$ cat src/rtl/uap_pkg.sv
// Shared types and constants of the URI authority parser.
package uap_pkg;

   // Longest URI accepted; later bytes are dropped and flagged.
   localparam int MAX_URI_BYTES = 4096;
   localparam int POS_W         = $clog2(MAX_URI_BYTES + 1);

   // Field widths of the result.
   localparam int OFS_W  = 12;
   localparam int HLEN_W = 8;
   localparam int PLEN_W = 12;
   localparam int PORT_W = 16;

   // Host and port limits.
   localparam int LABEL_LIMIT   = 63;
   localparam int HOST_LIMIT    = 254;
   localparam int MAX_V6_LABEL  = 4;
   localparam int MAX_V6_HOST   = 39;
   localparam int MAX_V6_COLONS = 7;
   localparam int MIN_V6_COLONS = 2;
   localparam int MIN_HOST      = 2;
   localparam int MAX_PORT_DIGS = 5;
   localparam int MAX_PORT      = 65535;
   localparam int MIN_URI_BYTES = 7;
   localparam int HTTP_PORT     = 80;
   localparam int HTTPS_PORT    = 443;

   // Scheme match progress through "https".
   localparam logic [2:0] SCHEME_HTTP     = 3'd4;
   localparam logic [2:0] SCHEME_HTTPS    = 3'd5;
   localparam logic [2:0] SCHEME_MISMATCH = 3'd7;

   localparam logic [1:0] KIND_OTHER = 2'd0;
   localparam logic [1:0] KIND_HTTP  = 2'd1;
   localparam logic [1:0] KIND_HTTPS = 2'd2;

   typedef enum logic [3:0] {
      PH_SCHEME = 4'd0,
      PH_SKIP   = 4'd1,
      PH_HSTART = 4'd2,
      PH_HOST   = 4'd3,
      PH_V6     = 4'd4,
      PH_V6END  = 4'd5,
      PH_PORT   = 4'd6,
      PH_PATH   = 4'd7,
      PH_DEAD   = 4'd8
   } phase_type;

   typedef enum logic [3:0] {
      ERR_NONE       = 4'd0,
      ERR_NO_COLON   = 4'd1,
      ERR_TOO_SHORT  = 4'd2,
      ERR_HOST_CHAR  = 4'd3,
      ERR_LABEL_LONG = 4'd4,
      ERR_HOST_LONG  = 4'd5,
      ERR_IPV6       = 4'd6,
      ERR_HOST_SHORT = 4'd7,
      ERR_BAD_PORT   = 4'd8,
      ERR_PORT_RANGE = 4'd9,
      ERR_INPUT_LONG = 4'd10
   } err_type;

   // Running state of the parse of one URI.
   typedef struct packed {
      phase_type          phase;
      logic [POS_W-1:0]   position;
      logic [2:0]         scheme_match;
      logic [6:0]         label_count;
      logic [8:0]         host_count;
      logic [3:0]         colon_count;
      logic [16:0]        port_value;
      logic [2:0]         port_digits;
      err_type            first_error;
      logic               ipv6_flag;
      logic [POS_W-1:0]   host_start;
      logic [POS_W-1:0]   path_start;
      logic [PLEN_W-1:0]  path_count;
      logic               hash_seen;
      logic               too_long;
   } parse_state_type;

   localparam parse_state_type STATE_RESET = '{
      phase: PH_SCHEME,
      first_error: ERR_NONE,
      default: '0
   };

endpackage

$ cat src/rtl/uap_req_if.sv
// Request channel of the URI authority parser: one URI byte per request.
interface uap_req_if;
   logic       valid;
   logic       ready;
   logic [7:0] uri_byte;
   logic       last_byte;

   modport source (output valid, output uri_byte, output last_byte, input ready);
   modport sink   (input valid, input uri_byte, input last_byte, output ready);
endinterface

$ cat src/rtl/uap_rsp_if.sv
// Response channel of the URI authority parser: one verdict per URI.
interface uap_rsp_if;
   logic                       valid;
   logic                       ready;
   logic                       valid_res;
   logic [3:0]                 error_code;
   logic [1:0]                 scheme_kind;
   logic [uap_pkg::PORT_W-1:0] port;
   logic                       host_is_ipv6;
   logic [uap_pkg::OFS_W-1:0]  host_offset;
   logic [uap_pkg::HLEN_W-1:0] host_length;
   logic [uap_pkg::OFS_W-1:0]  path_offset;
   logic [uap_pkg::PLEN_W-1:0] path_length;

   modport source (output valid, output valid_res, output error_code, output scheme_kind,
                   output port, output host_is_ipv6, output host_offset,
                   output host_length, output path_offset, output path_length,
                   input ready);
   modport sink   (input valid, input valid_res, input error_code, input scheme_kind,
                   input port, input host_is_ipv6, input host_offset,
                   input host_length, input path_offset, input path_length,
                   output ready);
endinterface

$ cat src/rtl/uap_step.sv
// Next-state logic of the parser for one URI byte.
module uap_step (
   input  uap_pkg::parse_state_type cur,
   input  logic [7:0]               uri_byte,
   output uap_pkg::parse_state_type nxt
);
   import uap_pkg::*;

   function automatic logic is_digit(logic [7:0] b);
      return (b >= "0") && (b <= "9");
   endfunction

   function automatic logic is_alpha(logic [7:0] b);
      return ((b >= "a") && (b <= "z")) || ((b >= "A") && (b <= "Z"));
   endfunction

   function automatic logic is_hex(logic [7:0] b);
      return is_digit(b) || ((b >= "a") && (b <= "f")) || ((b >= "A") && (b <= "F"));
   endfunction

   // Character of "https" expected at a given match position.
   function automatic logic [7:0] https_char(logic [2:0] idx);
      logic [7:0] c;
      unique case (idx)
         3'd0:          c = "h";
         3'd1, 3'd2:    c = "t";
         3'd3:          c = "p";
         default:       c = "s";
      endcase
      return c;
   endfunction

   // Only the first fault is kept; the parse then stops.
   function automatic parse_state_type do_fail(parse_state_type s, err_type code);
      if (s.first_error == ERR_NONE) begin
         s.first_error = code;
      end
      s.phase = PH_DEAD;
      return s;
   endfunction

   // Path bytes are counted up to '#', saturating at the field width.
   function automatic parse_state_type path_byte(parse_state_type s, logic [7:0] b);
      if (!s.hash_seen) begin
         if (b == "#") begin
            s.hash_seen = 1'b1;
         end else if (s.path_count != '1) begin
            s.path_count = s.path_count + 1'b1;
         end
      end
      return s;
   endfunction

   function automatic parse_state_type path_begin(parse_state_type s,
                                                  logic [POS_W-1:0] p, logic [7:0] b);
      s.phase      = PH_PATH;
      s.path_start = p;
      s.path_count = '0;
      s.hash_seen  = 1'b0;
      return path_byte(s, b);
   endfunction

   function automatic logic port_in_range(parse_state_type s);
      return !((s.port_digits != '0) && (s.port_value > 17'(MAX_PORT)));
   endfunction

   // One byte of a host name.
   function automatic parse_state_type host_byte(parse_state_type s,
                                                 logic [POS_W-1:0] p, logic [7:0] b);
      if ((b == "/") || (b == ":")) begin
         if (s.host_count < 9'(MIN_HOST)) begin
            return do_fail(s, ERR_HOST_SHORT);
         end
         if (b == ":") begin
            s.phase = PH_PORT;
         end else begin
            s = path_begin(s, p, b);
         end
         return s;
      end
      if (is_alpha(b) || is_digit(b) || (b == "-")) begin
         s.label_count = s.label_count + 1'b1;
         s.host_count  = s.host_count + 1'b1;
      end else if (b == ".") begin
         s.label_count = '0;
         s.host_count  = s.host_count + 1'b1;
      end else begin
         return do_fail(s, ERR_HOST_CHAR);
      end
      if (s.label_count > 7'(LABEL_LIMIT)) begin
         s = do_fail(s, ERR_LABEL_LONG);
      end else if (s.host_count > 9'(HOST_LIMIT)) begin
         s = do_fail(s, ERR_HOST_LONG);
      end
      return s;
   endfunction

   // One byte inside IPv6 brackets.
   function automatic parse_state_type v6_byte(parse_state_type s, logic [7:0] b);
      if (b == "/") begin
         return do_fail(s, ERR_IPV6);
      end
      if (b == ":") begin
         s.label_count = '0;
         s.host_count  = s.host_count + 1'b1;
         s.colon_count = s.colon_count + 1'b1;
         if (s.colon_count > 4'(MAX_V6_COLONS)) begin
            return do_fail(s, ERR_IPV6);
         end
      end else if (b == "]") begin
         if (s.colon_count < 4'(MIN_V6_COLONS)) begin
            s = do_fail(s, ERR_IPV6);
         end else begin
            s.phase = PH_V6END;
         end
         return s;
      end else if (is_hex(b)) begin
         s.label_count = s.label_count + 1'b1;
         s.host_count  = s.host_count + 1'b1;
      end else begin
         return do_fail(s, ERR_IPV6);
      end
      if ((s.label_count > 7'(MAX_V6_LABEL)) || (s.host_count > 9'(MAX_V6_HOST))) begin
         s = do_fail(s, ERR_IPV6);
      end
      return s;
   endfunction

   logic [7:0]       lower_byte;
   logic [POS_W-1:0] pos;

   assign pos        = cur.position;
   assign lower_byte = ((uri_byte >= "A") && (uri_byte <= "Z")) ? uri_byte + 8'd32 : uri_byte;

   // Advance the parse by one byte; bytes past the length limit are dropped.
   always_comb begin
      nxt = cur;
      if (cur.position >= POS_W'(MAX_URI_BYTES)) begin
         nxt.too_long = 1'b1;
      end else begin
         nxt.position = cur.position + 1'b1;
         unique case (cur.phase)
            PH_SCHEME: begin
               if (uri_byte == ":") begin
                  nxt.phase       = PH_SKIP;
                  nxt.label_count = '0;
               end else if ((cur.scheme_match < SCHEME_HTTPS) &&
                            (lower_byte == https_char(cur.scheme_match))) begin
                  nxt.scheme_match = cur.scheme_match + 1'b1;
               end else begin
                  nxt.scheme_match = SCHEME_MISMATCH;
               end
            end
            PH_SKIP: begin
               nxt.label_count = cur.label_count + 1'b1;
               if (nxt.label_count >= 7'd2) begin
                  nxt.label_count = '0;
                  nxt.phase       = PH_HSTART;
               end
            end
            PH_HSTART: begin
               if (uri_byte == "[") begin
                  nxt.ipv6_flag  = 1'b1;
                  nxt.host_start = pos + 1'b1;
                  nxt.phase      = PH_V6;
               end else if (uri_byte == "-") begin
                  nxt = do_fail(cur, ERR_HOST_CHAR);
                  nxt.position = cur.position + 1'b1;
               end else begin
                  nxt.host_start = pos;
                  nxt.phase      = PH_HOST;
                  nxt = host_byte(nxt, pos, uri_byte);
               end
            end
            PH_HOST: begin
               nxt = host_byte(nxt, pos, uri_byte);
            end
            PH_V6: begin
               nxt = v6_byte(nxt, uri_byte);
            end
            PH_V6END: begin
               if (uri_byte == ":") begin
                  nxt.phase = PH_PORT;
               end else begin
                  nxt = path_begin(nxt, pos, uri_byte);
               end
            end
            PH_PORT: begin
               if (uri_byte == "/") begin
                  if (!port_in_range(cur)) begin
                     nxt = do_fail(nxt, ERR_PORT_RANGE);
                  end else begin
                     nxt = path_begin(nxt, pos, uri_byte);
                  end
               end else if (is_digit(uri_byte)) begin
                  nxt.port_digits = cur.port_digits + 1'b1;
                  if (nxt.port_digits > 3'(MAX_PORT_DIGS)) begin
                     nxt = do_fail(nxt, ERR_BAD_PORT);
                  end else begin
                     // Times ten as two shifted copies, plus the digit.
                     nxt.port_value = {cur.port_value[13:0], 3'b000} +
                                      {cur.port_value[15:0], 1'b0} +
                                      {13'd0, uri_byte[3:0]};
                  end
               end else begin
                  nxt = do_fail(nxt, ERR_BAD_PORT);
               end
            end
            PH_PATH: begin
               nxt = path_byte(nxt, uri_byte);
            end
            default: begin
               nxt = cur;
               nxt.position = cur.position + 1'b1;
            end
         endcase
      end
   end

endmodule

$ cat src/rtl/uri_authority_parser_unit.sv
// URI authority parser: consumes a URI byte by byte and issues one verdict per URI.
//
// Each request carries one URI byte; the byte flagged last_byte closes the URI and
// produces exactly one response holding the verdict, the scheme kind, the port (80 or
// 443 by default for http or https), and the host and path offsets and lengths. Bytes
// are taken at one per cycle with no gaps between URIs: a request enters an input
// register; when the held byte advances, the parse state is updated and, on a last
// byte, the verdict is loaded into the response register, which presents it until
// it is taken. A waiting verdict holds back only a last byte, and the bytes behind
// it wait in turn; other bytes keep flowing. Bytes beyond 4096 in one URI are
// dropped and the URI is rejected as too long. A rejected URI reports its error
// code with all other fields zero.
module uri_authority_parser_unit (
   input  logic           clock,
   input  logic           reset,
   uap_req_if.sink        req_bus,
   uap_rsp_if.source      rsp_bus
);
   import uap_pkg::*;

   typedef struct packed {
      logic              valid_res;
      err_type           error_code;
      logic [1:0]        scheme_kind;
      logic [PORT_W-1:0] port;
      logic              host_is_ipv6;
      logic [OFS_W-1:0]  host_offset;
      logic [HLEN_W-1:0] host_length;
      logic [OFS_W-1:0]  path_offset;
      logic [PLEN_W-1:0] path_length;
   } verdict_type;

   logic            in_valid_ff;
   logic [7:0]      in_byte_ff;
   logic            in_last_ff;
   parse_state_type state_ff;
   parse_state_type state_in;
   logic            rsp_valid_ff;
   verdict_type     verdict_ff;
   verdict_type     verdict_in;
   logic            advance;
   logic            req_take;
   err_type         err_sel;
   logic [1:0]      kind;

   // The held byte advances unless it closes a URI while a verdict is still waiting.
   assign advance         = in_valid_ff && (!in_last_ff || !rsp_valid_ff || rsp_bus.ready);
   assign req_bus.ready   = !in_valid_ff || advance;
   assign req_take        = req_bus.valid && req_bus.ready;

   uap_step u_step (
      .cur      (state_ff),
      .uri_byte (in_byte_ff),
      .nxt      (state_in)
   );

   // Final checks on the state after the last byte, in priority order.
   always_comb begin
      err_sel = ERR_NONE;
      if (state_in.too_long) begin
         err_sel = ERR_INPUT_LONG;
      end else if (state_in.phase == PH_SCHEME) begin
         err_sel = ERR_NO_COLON;
      end else if (state_in.position < POS_W'(MIN_URI_BYTES)) begin
         err_sel = ERR_TOO_SHORT;
      end else if (state_in.first_error != ERR_NONE) begin
         err_sel = state_in.first_error;
      end else begin
         unique case (state_in.phase)
            PH_SKIP, PH_HSTART: err_sel = ERR_HOST_SHORT;
            PH_HOST: begin
               if (state_in.host_count < 9'(MIN_HOST)) begin
                  err_sel = ERR_HOST_SHORT;
               end
            end
            PH_V6: err_sel = ERR_IPV6;
            PH_PORT: begin
               if ((state_in.port_digits != '0) &&
                   (state_in.port_value > 17'(MAX_PORT))) begin
                  err_sel = ERR_PORT_RANGE;
               end
            end
            default: err_sel = ERR_NONE;
         endcase
      end
   end

   // Assemble the response fields; a rejected URI carries only its error code.
   always_comb begin
      if (state_in.scheme_match == SCHEME_HTTP) begin
         kind = KIND_HTTP;
      end else if (state_in.scheme_match == SCHEME_HTTPS) begin
         kind = KIND_HTTPS;
      end else begin
         kind = KIND_OTHER;
      end
      verdict_in = '{error_code: err_sel, default: '0};
      if (err_sel == ERR_NONE) begin
         verdict_in.valid_res    = 1'b1;
         verdict_in.scheme_kind  = kind;
         verdict_in.port         = state_in.port_value[PORT_W-1:0];
         if (state_in.port_value == '0) begin
            if (kind == KIND_HTTP) begin
               verdict_in.port = PORT_W'(HTTP_PORT);
            end else if (kind == KIND_HTTPS) begin
               verdict_in.port = PORT_W'(HTTPS_PORT);
            end
         end
         verdict_in.host_is_ipv6 = state_in.ipv6_flag;
         verdict_in.host_offset  = state_in.host_start[OFS_W-1:0];
         verdict_in.host_length  = state_in.host_count[HLEN_W-1:0];
         if (state_in.phase == PH_PATH) begin
            verdict_in.path_offset = state_in.path_start[OFS_W-1:0];
            verdict_in.path_length = state_in.path_count;
         end else begin
            verdict_in.path_offset = state_in.position[OFS_W-1:0];
            verdict_in.path_length = '0;
         end
      end
   end

   // Input register, parse state and response register.
   always_ff @(posedge clock) begin
      if (reset) begin
         in_valid_ff  <= 1'b0;
         state_ff     <= STATE_RESET;
         rsp_valid_ff <= 1'b0;
      end else begin
         if (req_take) begin
            in_valid_ff <= 1'b1;
         end else if (advance) begin
            in_valid_ff <= 1'b0;
         end
         if (advance) begin
            state_ff <= in_last_ff ? STATE_RESET : state_in;
         end
         if (advance && in_last_ff) begin
            rsp_valid_ff <= 1'b1;
         end else if (rsp_bus.ready) begin
            rsp_valid_ff <= 1'b0;
         end
      end
      if (req_take) begin
         in_byte_ff <= req_bus.uri_byte;
         in_last_ff <= req_bus.last_byte;
      end
      if (advance && in_last_ff) begin
         verdict_ff <= verdict_in;
      end
   end

   assign rsp_bus.valid        = rsp_valid_ff;
   assign rsp_bus.valid_res    = verdict_ff.valid_res;
   assign rsp_bus.error_code   = verdict_ff.error_code;
   assign rsp_bus.scheme_kind  = verdict_ff.scheme_kind;
   assign rsp_bus.port         = verdict_ff.port;
   assign rsp_bus.host_is_ipv6 = verdict_ff.host_is_ipv6;
   assign rsp_bus.host_offset  = verdict_ff.host_offset;
   assign rsp_bus.host_length  = verdict_ff.host_length;
   assign rsp_bus.path_offset  = verdict_ff.path_offset;
   assign rsp_bus.path_length  = verdict_ff.path_length;

`ifndef SYNTHESIS
   // The parse state is back at its reset value after every verdict.
   a_reset_after_verdict: assert property (@(posedge clock) disable iff (reset)
      (advance && in_last_ff) |=> (state_ff == STATE_RESET))
      else $error("parse state not cleared after verdict");

   // A closing byte always leaves a pending verdict behind it.
   a_verdict_issued: assert property (@(posedge clock) disable iff (reset)
      (advance && in_last_ff) |=> rsp_valid_ff)
      else $error("verdict lost");

   // A held byte that cannot advance is neither dropped nor overwritten.
   a_input_held: assert property (@(posedge clock) disable iff (reset)
      (in_valid_ff && !advance) |=> (in_valid_ff && $stable(in_byte_ff) && $stable(in_last_ff)))
      else $error("stalled input byte changed");

   // The byte position never runs past the length limit.
   a_position_bound: assert property (@(posedge clock) disable iff (reset)
      state_ff.position <= POS_W'(MAX_URI_BYTES))
      else $error("byte position out of range");
`endif

endmodule
$ cat src/flat_wrapper.sv
// flat-port wrapper written by rule: the top's interface ports become plain ports
module uri_authority_parser_unit_flat import uap_pkg::*;
  (clock, reset, req_bus_valid, req_bus_uri_byte, req_bus_last_byte, req_bus_ready, rsp_bus_valid, rsp_bus_valid_res, rsp_bus_error_code, rsp_bus_scheme_kind, rsp_bus_port, rsp_bus_host_is_ipv6, rsp_bus_host_offset, rsp_bus_host_length, rsp_bus_path_offset, rsp_bus_path_length, rsp_bus_ready);
  uap_req_if req_bus_i ();
  uap_rsp_if rsp_bus_i ();
  input  logic clock;
  input  logic reset;
  input wire logic [$bits(req_bus_i.valid)-1:0] req_bus_valid;
  input wire logic [$bits(req_bus_i.uri_byte)-1:0] req_bus_uri_byte;
  input wire logic [$bits(req_bus_i.last_byte)-1:0] req_bus_last_byte;
  output wire logic [$bits(req_bus_i.ready)-1:0] req_bus_ready;
  output wire logic [$bits(rsp_bus_i.valid)-1:0] rsp_bus_valid;
  output wire logic [$bits(rsp_bus_i.valid_res)-1:0] rsp_bus_valid_res;
  output wire logic [$bits(rsp_bus_i.error_code)-1:0] rsp_bus_error_code;
  output wire logic [$bits(rsp_bus_i.scheme_kind)-1:0] rsp_bus_scheme_kind;
  output wire logic [$bits(rsp_bus_i.port)-1:0] rsp_bus_port;
  output wire logic [$bits(rsp_bus_i.host_is_ipv6)-1:0] rsp_bus_host_is_ipv6;
  output wire logic [$bits(rsp_bus_i.host_offset)-1:0] rsp_bus_host_offset;
  output wire logic [$bits(rsp_bus_i.host_length)-1:0] rsp_bus_host_length;
  output wire logic [$bits(rsp_bus_i.path_offset)-1:0] rsp_bus_path_offset;
  output wire logic [$bits(rsp_bus_i.path_length)-1:0] rsp_bus_path_length;
  input wire logic [$bits(rsp_bus_i.ready)-1:0] rsp_bus_ready;
  assign req_bus_i.valid = req_bus_valid;
  assign req_bus_i.uri_byte = req_bus_uri_byte;
  assign req_bus_i.last_byte = req_bus_last_byte;
  assign req_bus_ready = req_bus_i.ready;
  assign rsp_bus_valid = rsp_bus_i.valid;
  assign rsp_bus_valid_res = rsp_bus_i.valid_res;
  assign rsp_bus_error_code = rsp_bus_i.error_code;
  assign rsp_bus_scheme_kind = rsp_bus_i.scheme_kind;
  assign rsp_bus_port = rsp_bus_i.port;
  assign rsp_bus_host_is_ipv6 = rsp_bus_i.host_is_ipv6;
  assign rsp_bus_host_offset = rsp_bus_i.host_offset;
  assign rsp_bus_host_length = rsp_bus_i.host_length;
  assign rsp_bus_path_offset = rsp_bus_i.path_offset;
  assign rsp_bus_path_length = rsp_bus_i.path_length;
  assign rsp_bus_i.ready = rsp_bus_ready;
  uri_authority_parser_unit u_core (.clock(clock), .reset(reset), .req_bus(req_bus_i), .rsp_bus(rsp_bus_i));
endmodule
$ cat config.mk
export PLATFORM = sky130hd
export DESIGN_NAME = uri_authority_parser_unit_flat
export DESIGN_NICKNAME = d
export VERILOG_FILES = /design/src/rtl/uap_pkg.sv /design/src/rtl/uap_req_if.sv /design/src/rtl/uap_rsp_if.sv /design/src/rtl/uap_step.sv /design/src/rtl/uri_authority_parser_unit.sv /design/src/flat_wrapper.sv
export SDC_FILE = /design/constraint.sdc
export NUM_CORES = 1
export LEC_CHECK = 0
export BUFFER_PORTS_ARGS = -buffer_cell sky130_fd_sc_hd__buf_2
export CAP_MARGIN = 30
export CORE_UTILIZATION = 50
export DETAILED_ROUTE_END_ITERATION = 16
export HOLD_SLACK_MARGIN = 0.08
export PLACE_DENSITY = 0.73
export SYNTH_ARGS = -nofsm -noshare
export SYNTH_HDL_FRONTEND = slang
export SYNTH_SLANG_ARGS = --single-unit
$ cat constraint.sdc
create_clock -name clock -period 9.1 [get_ports clock]
set_input_delay 0.455 -clock clock [delete_from_list [all_inputs] [get_ports clock]]
set_output_delay 0.455 -clock clock [all_outputs]
set_load 0.1 [all_outputs]
==> impl_metrics.csv <==
group,metric,value,unit
detailed_routing,totalWireLength,38500,um
cells_and_area,syn2layout_area_growth,8.99,%
cts,cts_buffers,17,
die,die_h,158,um
timing,layout_setup_ws,2960,ps
critical_path,path_max_fanout,25,
critical_path,cp-start-kind,"flip-flop",
timing,tightest_slew,1110,ps
timing,tns,0,ps
critical_path,required,9280,ps
die,die_x,158,um
timing,slew_headroom,0.263,
die,core,23600,um2
cells_and_area,nNetsFinal,1568,
logic_synthesis,synthFlopType,"dfxtp_1",
detailed_routing,final_antenna_net_count,0,
power_and_ir_drop,leakage,4.90,nW
detailed_routing,dr.pass1.iters,5,
die,die-area,24800,um2
logic_synthesis,syn_avg_cell_area,8.07,um2
logic_synthesis,synth_top_family_by_area,"simple AND/OR/NAND/NOR gates",
critical_path,worstPathArrival,6320,ps
die,row_count,56,
hold_path,holdCritPathClass,"input port to flip-flop",
cells_and_area,final_cell_mix,"nor2_1, a21oi_1, nand2_1",
critical_path,r2r_slack,2960,ps
cts,clk_latency,450,ps
cts,clock-sinks,182,
power_and_ir_drop,vdd_drop_max,107,uV
cells_and_area,fin_area,13200,um2
cts,cts_root_buf,"clkbuf_16",
critical_path,cp_slowest_cell,"a22oi_1",
critical_path,path_cells,"ha_1, nor2b_1, a221o_1, a22oi_1, a31oi_1, a311oi_1, nand4_1, o31ai_1, or4b_4, nand2_1, or4_1, buf_4, a211oi_1",
run,maxCapViolations,0,
power_and_ir_drop,p_per_area,133,nW/um2
detailed_routing,wl_per_cell,20.9,um
placed_design,dp_hpwl,27100,um
logic_synthesis,synth_compound_area_frac,0.231,
critical_path,ff2ff_path_depth,13,
timing,slew_viol_final,0,
placed_design,pre_cts_slack,3200,ps
logic_synthesis,yosys.area_share.simple,0.265,
cts,clkTransAtPathRegs,80,ps
cells_and_area,antenna_cells,0,
logic_synthesis,syn-instance-count,1499,
critical_path,path_buf_inv,1,
hold_path,holdPathStages,1,
cts,cts_tree,"built",
timing,min_period_over_period,0.675,
cts,cts_setup_buffers,0,
global_route,grt_max_degree,71,
logic_synthesis,synthMuxAreaShare,0.0137,
logic_synthesis,yosysWarnings,0,
logic_synthesis,synthAdderAreaFrac,0.0509,
cts,cts_max_level,4,
critical_path,crit_path_start,"u_core.in_byte_ff[5]$_DFFE_PP_",
timing,setup_violations,0,
logic_synthesis,syn_area,12100,um2
detailed_routing,vias_per_cell,6.50,
critical_path,crit_cells,13,
power_and_ir_drop,power.total,1.76,mW
placed_design,dpl-instance-area,12600,um2
critical_path,rr_endpoint,"u_core.rsp_bus.path_offset[11]$_SDFFCE_PP0P_",
cts,ctsResizeCount,0,
logic_synthesis,ys_async_sr_fraction,0,
critical_path,cp-end-kind,"flip-flop",
die,start_util,0.512,
logic_synthesis,ys_types,88,
logic_synthesis,synth_xor_area_frac,0.0275,
timing,holdWs,180,ps
critical_path,critPathKind,"flip-flop to flip-flop",
logic_synthesis,synth_seq_cells,182,
timing,rsz0062_at_grt,"false",
cells_and_area,final_common_cell,"nor2_1",
global_route,antenna_found_initial,0,
timing,post-route-min-period,6140,ps
cts,cts.hold.buffers_added,0,
timing,fmax,163,MHz
critical_path,worstSetupEndpoint,"u_core.rsp_bus.path_offset[11]$_SDFFCE_PP0P_",
timing,hold_viol,0,
critical_path,worstReg2RegStart,"u_core.in_byte_ff[5]$_DFFE_PP_",
cells_and_area,drive_above_1_share,0.110,
cts,clockBufferDepth,2,
global_route,grt_pass1_wl,60500,um
detailed_routing,drc,0,
timing,finClkSkew,17.3,ps
detailed_routing,drtIter0Drc,1290,
global_route,grt_pass1_vias,10837,
die,num_io_pins,83,
detailed_routing,num_vias,11956,
global_route,grt_overflow,0,
logic_synthesis,synth_edf_count,77,
logic_synthesis,syn-num-nets,1560,
placed_design,gp_congestion,1.03,
critical_path,slowest_delay,880,ps
critical_path,crit_family,"compound AO/OA/AOI/OAI gates",
placed_design,numPortBuffers,82,
global_route,grtUsageTotal,0.316,
outcome,outcome,"completed",
cells_and_area,fill_cells,2202,
logic_synthesis,yosysSeqAreaShare,0.365,
-- report_power, final --
| group | total [mW] | switching, mW | internal (mW) |
|---|---|---|---|
| Combinational | 0.126 | 0.0996 | 0.0266 |
| Sequential | 0.867 | 0.0115 | 0.855 |
| Clock | 0.764 | 0.392 | 0.373 |
-- logic make-up (layout without fill, tap and decap cells) --
group / Yosys count / in the layout
XOR/XNOR: 38 / 38
flip-flops: 182 / 182
AO/OA/AOI/OAI: 433 / 433
adder cells (fa/ha/maj): 48 / 48
multiplexers: 16 / 16
buffers and inverters: 136 / 157
AND/OR/NAND/NOR: 646 / 646
-- metrics by stage --
step                utilization  cells
floorplan                     -   1499
global placement          0.531   1805
detailed placement        0.533   1807
CTS                       0.558   1839
global route              0.558   1839
finish                    0.558   1839
-- how the worst min path moves through the flow --
stage                                           startpoint                               end
after floorplan           u_core.state_ff[40]$_SDFFE_PP0P_  u_core.state_ff[40]$_SDFFE_PP0P_
after global placement    u_core.state_ff[40]$_SDFFE_PP0P_  u_core.state_ff[40]$_SDFFE_PP0P_
after detailed placement  u_core.state_ff[40]$_SDFFE_PP0P_  u_core.state_ff[40]$_SDFFE_PP0P_
after CTS                              req_bus_uri_byte[6]    u_core.in_byte_ff[6]$_DFFE_PP_
after global routing                   req_bus_uri_byte[5]    u_core.in_byte_ff[5]$_DFFE_PP_
final                                  req_bus_uri_byte[2]    u_core.in_byte_ff[2]$_DFFE_PP_
-- registers in the layout, indices dropped and copies added, names as in the netlist, 2 cells and up --
name,count
u_core.rsp_bus.host_offset,12
u_core.rsp_bus.scheme_kind,2
u_core.rsp_bus.error_code,4
u_core.rsp_bus.path_offset,12
u_core.rsp_bus.path_length,12
u_core.rsp_bus.port,16
u_core.state_ff,103
u_core.in_byte_ff,8
u_core.rsp_bus.host_length,8
-- final cells by class --
cell class	count	area [um2]	share of cell area
Multi-Input combinational cell	1181	7120	0.540
Timing Repair Buffer	96	531	0.0403
Sequential cell	182	4410	0.335
Inverter	29	109	0.00826
Clock inverter	15	179	0.0136
Clock buffer	17	425	0.0323
Tap cell	319	399	0.0303
-- routing by layer --
layer,share of wire,vias to the layer above,global-route usage
li1,-,5556,-
met1,0.43,5652,0.441
met2,0.44,654,0.480
met3,0.089,94,0.0518
met4,0.036,0,0.137
met5,0,-,0
-- synth_stat cells (20+ instances only) --
master / n / area (um2)
nor3_1: 41 / 205
o21ai_0: 81 / 405
clkbuf_1: 85 / 319
a22oi_1: 49 / 368
nor2b_1: 23 / 144
and3_1: 22 / 138
a21oi_1: 137 / 686
dfxtp_1: 105 / 2100
xnor2_1: 21 / 184
a31oi_1: 27 / 169
nor4_1: 30 / 188
a211oi_1: 20 / 150
nor2_1: 241 / 905
nand2_1: 113 / 424
inv_1: 28 / 105
ha_1: 46 / 576
nand3_1: 44 / 220
edfxtp_1: 77 / 2310
Power figures use the tool's default switching activity.
